### config.mk
export PLATFORM = sky130hd
export DESIGN_NAME = dns_question_name_parser
export DESIGN_NICKNAME = d
export VERILOG_FILES = /design/src/hw/rtl/dnsq_pkg.sv /design/src/hw/rtl/dnsq_in_stage.sv /design/src/hw/rtl/dnsq_parse.sv /design/src/hw/rtl/dnsq_out_stage.sv /design/src/hw/rtl/dns_question_name_parser.sv
export SDC_FILE = /design/constraint.sdc
export NUM_CORES = 1
export LEC_CHECK = 0
export ABC_AREA = 1
export BUFFER_PORTS_ARGS = -buffer_cell sky130_fd_sc_hd__buf_2
export CELL_PAD_IN_SITES_DETAIL_PLACEMENT = 0
export CELL_PAD_IN_SITES_GLOBAL_PLACEMENT = 1
export CORE_ASPECT_RATIO = 1.5
export CORE_MARGIN = 2
export CORE_UTILIZATION = 45
export DETAILED_ROUTE_END_ITERATION = 6
export GPL_ROUTABILITY_DRIVEN = 0
export PLACE_DENSITY_LB_ADDON = 0.1
export SKIP_LAST_GASP = 1
export SLEW_MARGIN = 40
export SYNTH_ARGS = -nofsm -noshare
export SYNTH_HDL_FRONTEND = slang
export SYNTH_HIERARCHICAL = 1
export SYNTH_SLANG_ARGS = --single-unit
### constraint.sdc
create_clock -name clock -period 6.7 [get_ports clock]
set_clock_uncertainty 0.2 [all_clocks]
set_input_delay 0.335 -clock clock [delete_from_list [all_inputs] [get_ports clock]]
set_output_delay 0.335 -clock clock [all_outputs]
set_load 0.01 [all_outputs]
### src/hw/rtl/dnsq_pkg.sv
// Shared types and constants for the DNS question name parser.
// Used by every module of the block; depends on nothing.
package dnsq_pkg;

   // Fixed framing of the datagram
   localparam int HEADER_BYTES    = 12;
   localparam int MAX_LABELS      = 101;
   localparam int NAME_BUFFER_DEF = 256;

   localparam logic [7:0] LABEL_LIMIT = 8'd63;
   localparam logic [7:0] DOT_CHAR    = 8'h2E;

   // Result kinds
   localparam logic KIND_CHAR  = 1'b0;
   localparam logic KIND_FINAL = 1'b1;

   // Parse phases
   typedef enum logic [2:0] {
      PH_IDLE     = 3'd0,
      PH_HEADER   = 3'd1,
      PH_LENGTH   = 3'd2,
      PH_LABEL    = 3'd3,
      PH_TYPE_HI  = 3'd4,
      PH_TYPE_LO  = 3'd5,
      PH_CLASS_HI = 3'd6,
      PH_CLASS_LO = 3'd7
   } phase_type;

   // Final status codes
   typedef enum logic [1:0] {
      ST_OK         = 2'd0,
      ST_LONG_LABEL = 2'd1,
      ST_OVERFLOW   = 2'd2
   } status_type;

   // One input transaction
   typedef struct packed {
      logic [7:0] data_byte;
      logic       start_req;
   } req_type;

   // One result transaction
   typedef struct packed {
      logic        kind;
      logic [7:0]  name_char;
      logic [15:0] query_type;
      logic [15:0] query_class;
      logic [1:0]  status;
      logic [7:0]  name_length;
   } rsp_type;

endpackage

### src/hw/rtl/dnsq_in_stage.sv
// Input register of the DNS question name parser.
// Holds one request transaction until the parse stage takes it; uses dnsq_pkg.
module dnsq_in_stage (
   input  logic             clock,
   input  logic             reset,
   input  logic             req_valid,
   output logic             req_stall,
   input  dnsq_pkg::req_type req_item,
   input  logic             step,
   output logic             item_valid,
   output dnsq_pkg::req_type item
);
   import dnsq_pkg::*;

   logic    valid_ff, valid_in;
   req_type item_ff;
   logic    accept;

   // Stall while a held transaction cannot move on
   assign req_stall = valid_ff && !step;
   assign accept    = req_valid && !req_stall;

   // Fill on accept, drain on step
   always_comb begin
      if (accept) begin
         valid_in = 1'b1;
      end else if (step) begin
         valid_in = 1'b0;
      end else begin
         valid_in = valid_ff;
      end
   end

   always_ff @(posedge clock) begin
      if (reset) begin
         valid_ff <= 1'b0;
      end else begin
         valid_ff <= valid_in;
      end
   end

   // Capture payload on accept
   always_ff @(posedge clock) begin
      if (accept) begin
         item_ff <= req_item;
      end
   end

   assign item_valid = valid_ff;
   assign item       = item_ff;

endmodule

### src/hw/rtl/dnsq_parse.sv
// Parse state machine of the DNS question name parser: header skip, label
// decode, type and class capture. Uses dnsq_pkg.
module dnsq_parse #(
   parameter int NAME_BUFFER = dnsq_pkg::NAME_BUFFER_DEF
) (
   input  logic              clock,
   input  logic              reset,
   input  logic              step,
   input  dnsq_pkg::req_type item,
   output logic              res_valid,
   output dnsq_pkg::rsp_type res
);
   import dnsq_pkg::*;

   localparam int POS_W = $clog2(NAME_BUFFER);

   phase_type        phase_ff, phase_in, cur_phase;
   logic [3:0]       hdr_cnt_ff, hdr_cnt_in, cur_hdr_cnt;
   logic [5:0]       label_rem_ff, label_rem_in, cur_label_rem;
   logic [POS_W-1:0] char_pos_ff, char_pos_in, cur_char_pos;
   logic [6:0]       label_cnt_ff, label_cnt_in, cur_label_cnt;
   logic [7:0]       type_hi_ff, type_hi_in;
   logic [15:0]      type_ff, type_in;
   logic [7:0]       class_hi_ff, class_hi_in;
   logic [8:0]       pos_sum;
   logic [7:0]       b;

   assign b = item.data_byte;

   // Start restarts the parse, whatever the phase
   always_comb begin
      if (item.start_req) begin
         cur_phase     = PH_HEADER;
         cur_hdr_cnt   = '0;
         cur_label_rem = '0;
         cur_char_pos  = '0;
         cur_label_cnt = '0;
      end else begin
         cur_phase     = phase_ff;
         cur_hdr_cnt   = hdr_cnt_ff;
         cur_label_rem = label_rem_ff;
         cur_char_pos  = char_pos_ff;
         cur_label_cnt = label_cnt_ff;
      end
   end

   assign pos_sum = 9'(cur_char_pos) + 9'(b) + 9'd1;

   // Next state and result for the current byte
   always_comb begin
      phase_in     = cur_phase;
      hdr_cnt_in   = cur_hdr_cnt;
      label_rem_in = cur_label_rem;
      char_pos_in  = cur_char_pos;
      label_cnt_in = cur_label_cnt;
      type_hi_in   = type_hi_ff;
      type_in      = type_ff;
      class_hi_in  = class_hi_ff;
      res_valid    = 1'b0;
      res          = '0;
      case (cur_phase)
         PH_HEADER: begin
            hdr_cnt_in = cur_hdr_cnt + 4'd1;
            if (hdr_cnt_in >= 4'(HEADER_BYTES)) begin
               phase_in = PH_LENGTH;
            end
         end
         PH_LENGTH: begin
            if (cur_label_cnt >= 7'(MAX_LABELS)) begin
               // label limit: this byte is the type high byte
               type_hi_in = b;
               phase_in   = PH_TYPE_LO;
            end else if (b == 8'd0) begin
               phase_in = PH_TYPE_HI;
            end else if (b > LABEL_LIMIT) begin
               phase_in       = PH_IDLE;
               res_valid      = 1'b1;
               res.kind       = KIND_FINAL;
               res.status     = ST_LONG_LABEL;
            end else if (pos_sum >= 9'(NAME_BUFFER)) begin
               phase_in       = PH_IDLE;
               res_valid      = 1'b1;
               res.kind       = KIND_FINAL;
               res.status     = ST_OVERFLOW;
            end else begin
               label_cnt_in = cur_label_cnt + 7'd1;
               label_rem_in = b[5:0];
               char_pos_in  = pos_sum[POS_W-1:0];
               phase_in     = PH_LABEL;
               // dot between labels, none before the first
               if (cur_char_pos != '0) begin
                  res_valid     = 1'b1;
                  res.kind      = KIND_CHAR;
                  res.name_char = DOT_CHAR;
               end
            end
         end
         PH_LABEL: begin
            label_rem_in = cur_label_rem - 6'd1;
            if (label_rem_in == 6'd0) begin
               phase_in = PH_LENGTH;
            end
            res_valid     = 1'b1;
            res.kind      = KIND_CHAR;
            res.name_char = b;
         end
         PH_TYPE_HI: begin
            type_hi_in = b;
            phase_in   = PH_TYPE_LO;
         end
         PH_TYPE_LO: begin
            type_in  = {type_hi_ff, b};
            phase_in = PH_CLASS_HI;
         end
         PH_CLASS_HI: begin
            class_hi_in = b;
            phase_in    = PH_CLASS_LO;
         end
         PH_CLASS_LO: begin
            phase_in        = PH_IDLE;
            res_valid       = 1'b1;
            res.kind        = KIND_FINAL;
            res.query_type  = type_ff;
            res.query_class = {class_hi_ff, b};
            res.status      = ST_OK;
            if (cur_char_pos != '0) begin
               res.name_length = 8'(cur_char_pos - POS_W'(1));
            end
         end
         default: begin
            // idle: drop bytes until the next start
         end
      endcase
   end

   // Advance control state on each step
   always_ff @(posedge clock) begin
      if (reset) begin
         phase_ff     <= PH_IDLE;
         hdr_cnt_ff   <= '0;
         label_rem_ff <= '0;
         char_pos_ff  <= '0;
         label_cnt_ff <= '0;
      end else if (step) begin
         phase_ff     <= phase_in;
         hdr_cnt_ff   <= hdr_cnt_in;
         label_rem_ff <= label_rem_in;
         char_pos_ff  <= char_pos_in;
         label_cnt_ff <= label_cnt_in;
      end
   end

   // Type and class bytes are always written before they are read
   always_ff @(posedge clock) begin
      if (step) begin
         type_hi_ff  <= type_hi_in;
         type_ff     <= type_in;
         class_hi_ff <= class_hi_in;
      end
   end

`ifndef ASSERT_OFF
   a_char_ok_status: assert property (@(posedge clock) disable iff (reset)
      res_valid && (res.kind == KIND_CHAR) |-> (res.status == ST_OK))
      else $error("character result carries a nonzero status");

   a_idle_silent: assert property (@(posedge clock) disable iff (reset)
      (phase_ff == PH_IDLE) && !item.start_req |-> !res_valid)
      else $error("result produced while idle");

   a_pos_in_buffer: assert property (@(posedge clock) disable iff (reset)
      9'(char_pos_ff) < 9'(NAME_BUFFER))
      else $error("name position beyond name buffer");

   a_label_nonzero: assert property (@(posedge clock) disable iff (reset)
      (phase_ff == PH_LABEL) |-> (label_rem_ff != 6'd0))
      else $error("label phase with no bytes remaining");
`endif

endmodule

### src/hw/rtl/dnsq_out_stage.sv
// Result register of the DNS question name parser.
// Holds one response transaction until the receiver takes it; uses dnsq_pkg.
module dnsq_out_stage (
   input  logic              clock,
   input  logic              reset,
   input  logic              load,
   input  dnsq_pkg::rsp_type res,
   output logic              out_free,
   output logic              rsp_valid,
   input  logic              rsp_stall,
   output dnsq_pkg::rsp_type rsp_item
);
   import dnsq_pkg::*;

   logic    valid_ff, valid_in;
   rsp_type item_ff;

   // Free when empty or being taken this cycle
   assign out_free = !valid_ff || !rsp_stall;

   always_comb begin
      if (load) begin
         valid_in = 1'b1;
      end else if (valid_ff && !rsp_stall) begin
         valid_in = 1'b0;
      end else begin
         valid_in = valid_ff;
      end
   end

   always_ff @(posedge clock) begin
      if (reset) begin
         valid_ff <= 1'b0;
      end else begin
         valid_ff <= valid_in;
      end
   end

   // Capture result on load
   always_ff @(posedge clock) begin
      if (load) begin
         item_ff <= res;
      end
   end

   assign rsp_valid = valid_ff;
   assign rsp_item  = item_ff;

endmodule

### src/hw/rtl/dns_question_name_parser.sv
// Top level of the DNS question name parser: input register, parse stage,
// result register. Depends on dnsq_pkg, dnsq_in_stage, dnsq_parse, dnsq_out_stage.
//
//   channel  direction  handshake               payload
//   req      in         req_valid / req_stall   req_data_byte, req_start_req
//   rsp      out        rsp_valid / rsp_stall   rsp_kind, rsp_name_char, rsp_query_type,
//                                               rsp_query_class, rsp_status, rsp_name_length
//
// One byte per cycle sustained while rsp_stall is low; a byte is held in the input register
// and its result in the result register before the result shows on the rsp ports.
// Reset is synchronous and active high; it empties both registers and idles the parse.
// A stalled result holds the parse stage only when the next byte would also produce one;
// bytes that produce nothing keep moving, and req_stall rises only once the input
// register is full and blocked.
module dns_question_name_parser #(
   parameter int NAME_BUFFER = dnsq_pkg::NAME_BUFFER_DEF
) (
   input  logic        clock,
   input  logic        reset,
   input  logic        req_valid,
   output logic        req_stall,
   input  logic [7:0]  req_data_byte,
   input  logic        req_start_req,
   output logic        rsp_valid,
   input  logic        rsp_stall,
   output logic        rsp_kind,
   output logic [7:0]  rsp_name_char,
   output logic [15:0] rsp_query_type,
   output logic [15:0] rsp_query_class,
   output logic [1:0]  rsp_status,
   output logic [7:0]  rsp_name_length
);
   import dnsq_pkg::*;

   req_type req_item, item;
   rsp_type res, rsp_item;
   logic    item_valid, res_valid, out_free, step, load;

   assign req_item = '{data_byte: req_data_byte, start_req: req_start_req};

   // Advance the held byte when its result, if any, has room
   assign step = item_valid && (out_free || !res_valid);
   assign load = step && res_valid;

   dnsq_in_stage u_in (
      .clock      (clock),
      .reset      (reset),
      .req_valid  (req_valid),
      .req_stall  (req_stall),
      .req_item   (req_item),
      .step       (step),
      .item_valid (item_valid),
      .item       (item)
   );

   dnsq_parse #(
      .NAME_BUFFER (NAME_BUFFER)
   ) u_parse (
      .clock     (clock),
      .reset     (reset),
      .step      (step),
      .item      (item),
      .res_valid (res_valid),
      .res       (res)
   );

   dnsq_out_stage u_out (
      .clock     (clock),
      .reset     (reset),
      .load      (load),
      .res       (res),
      .out_free  (out_free),
      .rsp_valid (rsp_valid),
      .rsp_stall (rsp_stall),
      .rsp_item  (rsp_item)
   );

   assign rsp_kind        = rsp_item.kind;
   assign rsp_name_char   = rsp_item.name_char;
   assign rsp_query_type  = rsp_item.query_type;
   assign rsp_query_class = rsp_item.query_class;
   assign rsp_status      = rsp_item.status;
   assign rsp_name_length = rsp_item.name_length;

endmodule
* Word level (Yosys, flattened, before mapping) *
Index checks and enable logic that the tools add are counted.

operators by class
  magnitude comparators = 4
  bitwise gates (word level) = 1
  eq/ne operators = 8
  reductions and logical operators = 25
  add/sub/neg operators = 6
  mux-type cells = 51

operator list
  cell                   count
  $mux W8                8
  $mux W6                7
  $mux W7                6
  $pmux W8 S2            2
  $pmux W3 S7            1
  $mux W3                6
  $mux W9                2
  $eq A3 B3 Y1 const B   4
  $mux W1                12
  $pmux W6 S2            1
  $add A8 B8 Y9          1
  $add A9 B1 Y9 const B  1
  $ge A9 B9 Y1 const B   1
  $gt A8 B6 Y1 const B   1
  $logic_not A8 Y1       1
  $mux W4                2
  $reduce_bool A8 Y1     1
  $sub A8 B1 Y8 const B  1
  $add A7 B1 Y7 const B  1
  $ge A7 B7 Y1 const B   1
  $eq A3 B2 Y1 const B   2
  $logic_not A6 Y1       1
  $reduce_and A2 Y1      3
  $reduce_bool A2 Y1     3
  15 further kinds       26

word-level totals
  input bits = 13
  register bits = 122

* Logic depth before layout (Yosys ltp) *
  word-level depth = 17
  mapped depth = 24
  depth with buffers taken out = 22

* Cells and area by module *
Netlist, hierarchy kept.

modules (own cells, without submodules)
  module                    cells each  area each (µm²)  instances
  dnsq_parse                553         3902.5           1
  dnsq_out_stage            55          1570.3           1
  dnsq_in_stage             16          316.6            1
  dns_question_name_parser  5           25.0             1

* Worst setup path before layout *
No wires, ideal clock.

  path kind = reg2reg
  start point = reg u_in.item_ff, in the netlist u_in/item[0]
  end point = reg u_parse.type_ff[0], enable pin
  setup slack = 2.119 ns
  setup time = 0.413 ns
  period minus slack after synthesis = 4.581 ns
  arrival time = 3.968 ns
  buffers on the path = 3
  stages on the path, launching flop included = 17
  cell sequence = edfxtp_1 -> buf_2 -> nor2_1 -> ha_1 -> a21oi_1 -> nor2_1 -> nor2_1 -> nand2_1 -> inv_1 -> nand3_2 -> nand2_1 -> nand3_1 -> a21oi_2 -> clkbuf_1 -> inv_1 -> clkbuf_1 -> nor3b_1

between the ends
  word-level cells in the longest chain between the ends = 13
  elaborated cells on any way between the ends = 23
  those cells by class = add/sub (2); order compare (2); eq/ne (4); mux (9); reduce/logical (6)

RTL lines
  what                                  RTL line                        source
  start: declaration                    dnsq_in_stage.sv:16             req_type item_ff;
  start signal: assignment              dnsq_in_stage.sv:45             item_ff <= req_item;
  $mux W8                               dnsq_parse.sv:32                if (item.start_req) begin
  $add A8 B8 Y9                         dnsq_parse.sv:47                assign pos_sum = 9'(cur_char_pos) + 9'(b) + 9'd1;
  $add A9 B1 Y9                         dnsq_parse.sv:47
  $ge A9 B9 Y1                          dnsq_parse.sv:80                end else if (pos_sum >= 9'(NAME_BUFFER)) begin
  $mux W1                               dnsq_parse.sv:80
  $mux W1                               dnsq_parse.sv:75                end else if (b > LABEL_LIMIT) begin
  $mux W1                               dnsq_parse.sv:73                end else if (b == 8'd0) begin
  $mux W1                               dnsq_parse.sv:69                if (cur_label_cnt >= 7'(MAX_LABELS)) begin
  $pmux W1 S2 *                         dnsq_parse.sv:61                case (cur_phase)
  named net res_valid                   dns_question_name_parser.sv:37  logic item_valid, res_valid, out_free, step, load;
  $logic_not A1 Y1 *                    dns_question_name_parser.sv:42  assign step = item_valid && (out_free || !res_valid);
  $logic_or A1 B1 Y1 *                  dns_question_name_parser.sv:42
  $logic_and A1 B1 Y1 *                 dns_question_name_parser.sv:42
  named net step                        dns_question_name_parser.sv:37
  $reduce_and A2 Y1 (no source line) *  --
  end signal: assignment                dnsq_parse.sv:157               type_ff <= type_in;
  end: declaration                      dnsq_parse.sv:23                logic [15:0] type_ff, type_in;

The timed path passes the listed nets; every way through them passes the cells marked *.
A chain may end at the register's enable or synchronous reset.

* Worst setup path in the final report *
  start point = reg u_in.item_ff, in the netlist u_in/item[0]
  end point = reg u_parse.class_hi_ff[1], enable pin

between the ends
  word-level cells in the longest chain between the ends = 13
  elaborated cells on any way between the ends = 23
  those cells by class = add/sub (2); order compare (2); eq/ne (4); mux (9); reduce/logical (6)

RTL lines
  what                                  RTL line                        source
  $mux W8                               dnsq_parse.sv:32
  $add A8 B8 Y9                         dnsq_parse.sv:47
  $add A9 B1 Y9                         dnsq_parse.sv:47
  $ge A9 B9 Y1                          dnsq_parse.sv:80
  $mux W1                               dnsq_parse.sv:80
  $mux W1                               dnsq_parse.sv:75
  $mux W1                               dnsq_parse.sv:73
  $mux W1                               dnsq_parse.sv:69
  $pmux W1 S2 *                         dnsq_parse.sv:61
  named net res_valid                   dns_question_name_parser.sv:37
  $logic_not A1 Y1 *                    dns_question_name_parser.sv:42
  $logic_or A1 B1 Y1 *                  dns_question_name_parser.sv:42
  $logic_and A1 B1 Y1 *                 dns_question_name_parser.sv:42
  named net step                        dns_question_name_parser.sv:37
  $reduce_and A2 Y1 (no source line) *  --
  end signal: assignment                dnsq_parse.sv:158               class_hi_ff <= class_hi_in;
  end: declaration                      dnsq_parse.sv:24                logic [7:0] class_hi_ff, class_hi_in;

Marked as above.

==> qor.yml <==
outcome:
  outcome: "completed"
cts:
  clk_pin_slew_ps: 60
  root_buffer: "clkbuf_16"
  ctsHtreeMaxLevel: 4
  clockBufferDepth: 2
  cts_tree: "yes"
  cts_resized: 0
  numCtsBuffers: 17
  clkLatencyLatePin_ps: 410
  clock-sinks: 122
sta:
  maxSlewHeadroom: 0.4013
  hold_violations: 0
  min_period_ps: 4640
  fmax_mhz: 215.5
  setup_violations: 0
  holdWs_ps: 13.35
  drv_slew: 0
  rsz0062_at_grt: "no"
  tns_ps: 0
  worstMarginPinSlew_ps: 894.8
  fin_crit_sh: 0.6925
layout:
  mostFrequentLayoutCells: "nand2_1, inv_1, edfxtp_1, nor2_1, buf_2"
  multi_input_area_um2: 1956
  fillers: 1127
  seq_area_um2: 3363
  fin_area_um2: 6960
  final_common_cell: "nand2_1"
  n_antenna_cell: 0
  area_delta_synth_final_pct: 19.71
  fin_nets: 733
  drive_gt1_frac: 0.2014
synthesis:
  syn_area_um2: 5814
  synth-compound-area-share: 0.08608
  synth-edff-count: 92
  synth_fp_nets: 655
  synthAdderAreaFrac: 0.02798
  syn_area_per_cell_um2: 9.244
  synth-simple-area-share: 0.2049
  synth-async-reset-ratio: 0
  synth_mux_area_frac: 0
  synthCells: 629
  synth_top_family_by_area: "simple AND/OR/NAND/NOR gates"
  ys_warn_count: 6
  ys_ff_latch: 122
  seq_area_frac_synth: 0.5784
  synth_flop_cell: "edfxtp_1"
  synth_xor_area_frac: 0.01506
  synth.distinct_cells: 40
floorplanning:
  fp-row-count: 50
  core_area_um2: 12570
  chipWidth_um: 96.81
  die-area_um2: 13860
  initial_core_util: 0.4624
  io_pins: 66
  die_h_um: 143.2
route:
  postRouteAntennaNets: 0
  avgViaCountPerCell: 5.119
  wl_per_cell_um: 16.06
  wl_mm: 14.07
  route.detailed.drc: 0
  dr.pass1.iters: 4
  drtIter0Drc: 329
  vias: 4484
worst_setup_path:
  crit_required_ps: 6530
  end_kind: "flop"
  crit_start: "u_in/item[0]"
  crit_type: "reg2reg"
  worstRegToRegCells: 16
  r2r_slack_ps: 2060
  cp-start-kind: "flop"
  worst-path-max-fanout: 28
  reg2reg_to: "u_parse/class_hi_ff[1]"
  crit_path_cell_trace: "inv_2 > nand2_1 > inv_1 > ha_1 > nand2_1 > nor2_1 > nor2_1 > nand2_1 > inv_1 > nand3_2 > nand2_1 > nand3_1 > a21oi_2 > buf_4 > inv_2 > nor2_1"
  arrival_ps: 4470
  critPathMaxStageDelay_ps: 770
  critPathSlowestCell: "nor2_1"
  path_common_cell: "nand2_1"
  r2r-start: "u_in/item[0]"
power:
  power_mw: 1.860
  vdd_drop_max_v: 0.0001938
  power_density_nw_per_um2: 267.2
  leakage_nw: 3.148
job:
  cap_violations: 0
global_route:
  grt_pass1_vias: 4363
  grt_overflow: 0
  antenna_found_initial: 0
  grt_pass1_wl_mm: 22.05
  grt_max_degree: 53
  grtUsageTotal: 0.2079
worst_hold_path:
  worstHoldPathType: "in2reg"
  min_from: "req_valid"
  holdPathStages: 3
  hold_path_end: "u_in/item_valid"
placed_design:
  port_buffers: 65
  place_area_um2: 6279
  hpwlAfterDp_mm: 9.989
critical path: cells and delay by family (launching register included):
family,cells,cell delay (ps)
buf+inv,5,1360
compound gates,1,150
simple gates,9,1650
flops,1,590
fa+ha+maj,1,270
per-layer routing:
layer | GRT usage | wire (um) | vias to the layer above
li1 | - | - | 2227
met1 | 0.2306 | 5637 | 2108
met5 | 0 | 0 | -
met2 | 0.3732 | 7484 | 123
met3 | 0.04112 | 483 | 26
met4 | 0.1142 | 464 | 0
state kept, by name (all words and copies together) (netlist names):
name,count
u_parse/type_hi_ff,8
u_parse/char_pos_ff,8
u_parse/type_ff,16
u_parse/label_rem_ff,6
u_in/item_valid,1
u_parse/phase_ff,3
u_parse/label_cnt_ff,7
u_out/rsp_item,51
u_parse/class_hi_ff,8
u_parse/hdr_cnt_ff,4
u_out/rsp_valid,1
u_in/item,9
worst max path at each step:
stage | slack [ps] | endpoint | cells after the start
2_1_floorplan | 2120 | u_parse/type_ff[0] | 16
3_3_place_gp | 1790 | u_parse/type_ff[4] | 16
3_5_place_dp | 1870 | u_parse/class_hi_ff[4] | 16
4_1_cts | 1840 | u_parse/class_hi_ff[1] | 16
5_1_grt | 1770 | u_parse/type_ff[1] | 16
6_report | 2060 | u_parse/class_hi_ff[1] | 16
cell families after synthesis:
family,count (synthesis)
buffers and inverters,130
DFF,122
AOI/OAI and AO/OA,87
adders and majority gates,13
xor gates and xnor gates,10
and+or+nand+nor,267
cell usage after synthesis (2+ instances only):
master	n	area share
nor2_2	4	0.0043
o21ai_2	5	0.0075
nand3_1	27	0.023
nand4_1	11	0.012
nand2_2	10	0.011
nand2_1	106	0.068
xnor2_1	4	0.0060
ha_1	13	0.028
buf_1	4	0.0026
o21ai_1	10	0.0086
edfxtp_1	92	0.48
nor2_1	92	0.059
a21oi_1	32	0.028
a21oi_2	6	0.0090
buf_6	2	0.0039
inv_1	104	0.067
dfxtp_1	30	0.10
clkbuf_1	8	0.0052
nand3_2	3	0.0052
xor2_1	6	0.0090
nand3b_1	3	0.0039
o21ai_0	24	0.021
nor3_1	4	0.0034
o22ai_1	2	0.0022
o211ai_1	3	0.0039
inv_2	9	0.0058
a211oi_1	2	0.0026
report_power, final:
| group | switching [mW] | total [mW] | internal, mW | leakage [nW] |
|---|---|---|---|---|
| Combinational | 0.0751 | 0.112 | 0.0372 | 1.71 |
| Sequential | 0.0131 | 0.832 | 0.819 | 1.16 |
| Clock | 0.360 | 0.916 | 0.555 | 0.282 |
area by class of cell:
cell class / count / area share
flip-flops and latches: 122 / 0.4832
clock inverters: 15 / 0.02391
multi-input cells: 377 / 0.2810
well taps: 156 / 0.02804
repair buffers: 75 / 0.06076
inverters: 114 / 0.06202
clock buffers: 17 / 0.06112
per-stage QoR:
stage                     utilization  setup WS, ps  std cells
after global placement         0.4984          1794        835
final                          0.5535          2060        876
after detailed placement       0.4993          1873        835
after floorplan                     -          2119        629
after CTS                      0.5535          1844        876
after global routing           0.5535          1772        876
what timing repair did:
action / in CTS / in global routing
hold buffers: 9 / 0
endpoints found under the hold margin: 9 / 0
setup buffers: 0 / 0
No activity file was read; power rests on OpenSTA's default activity.
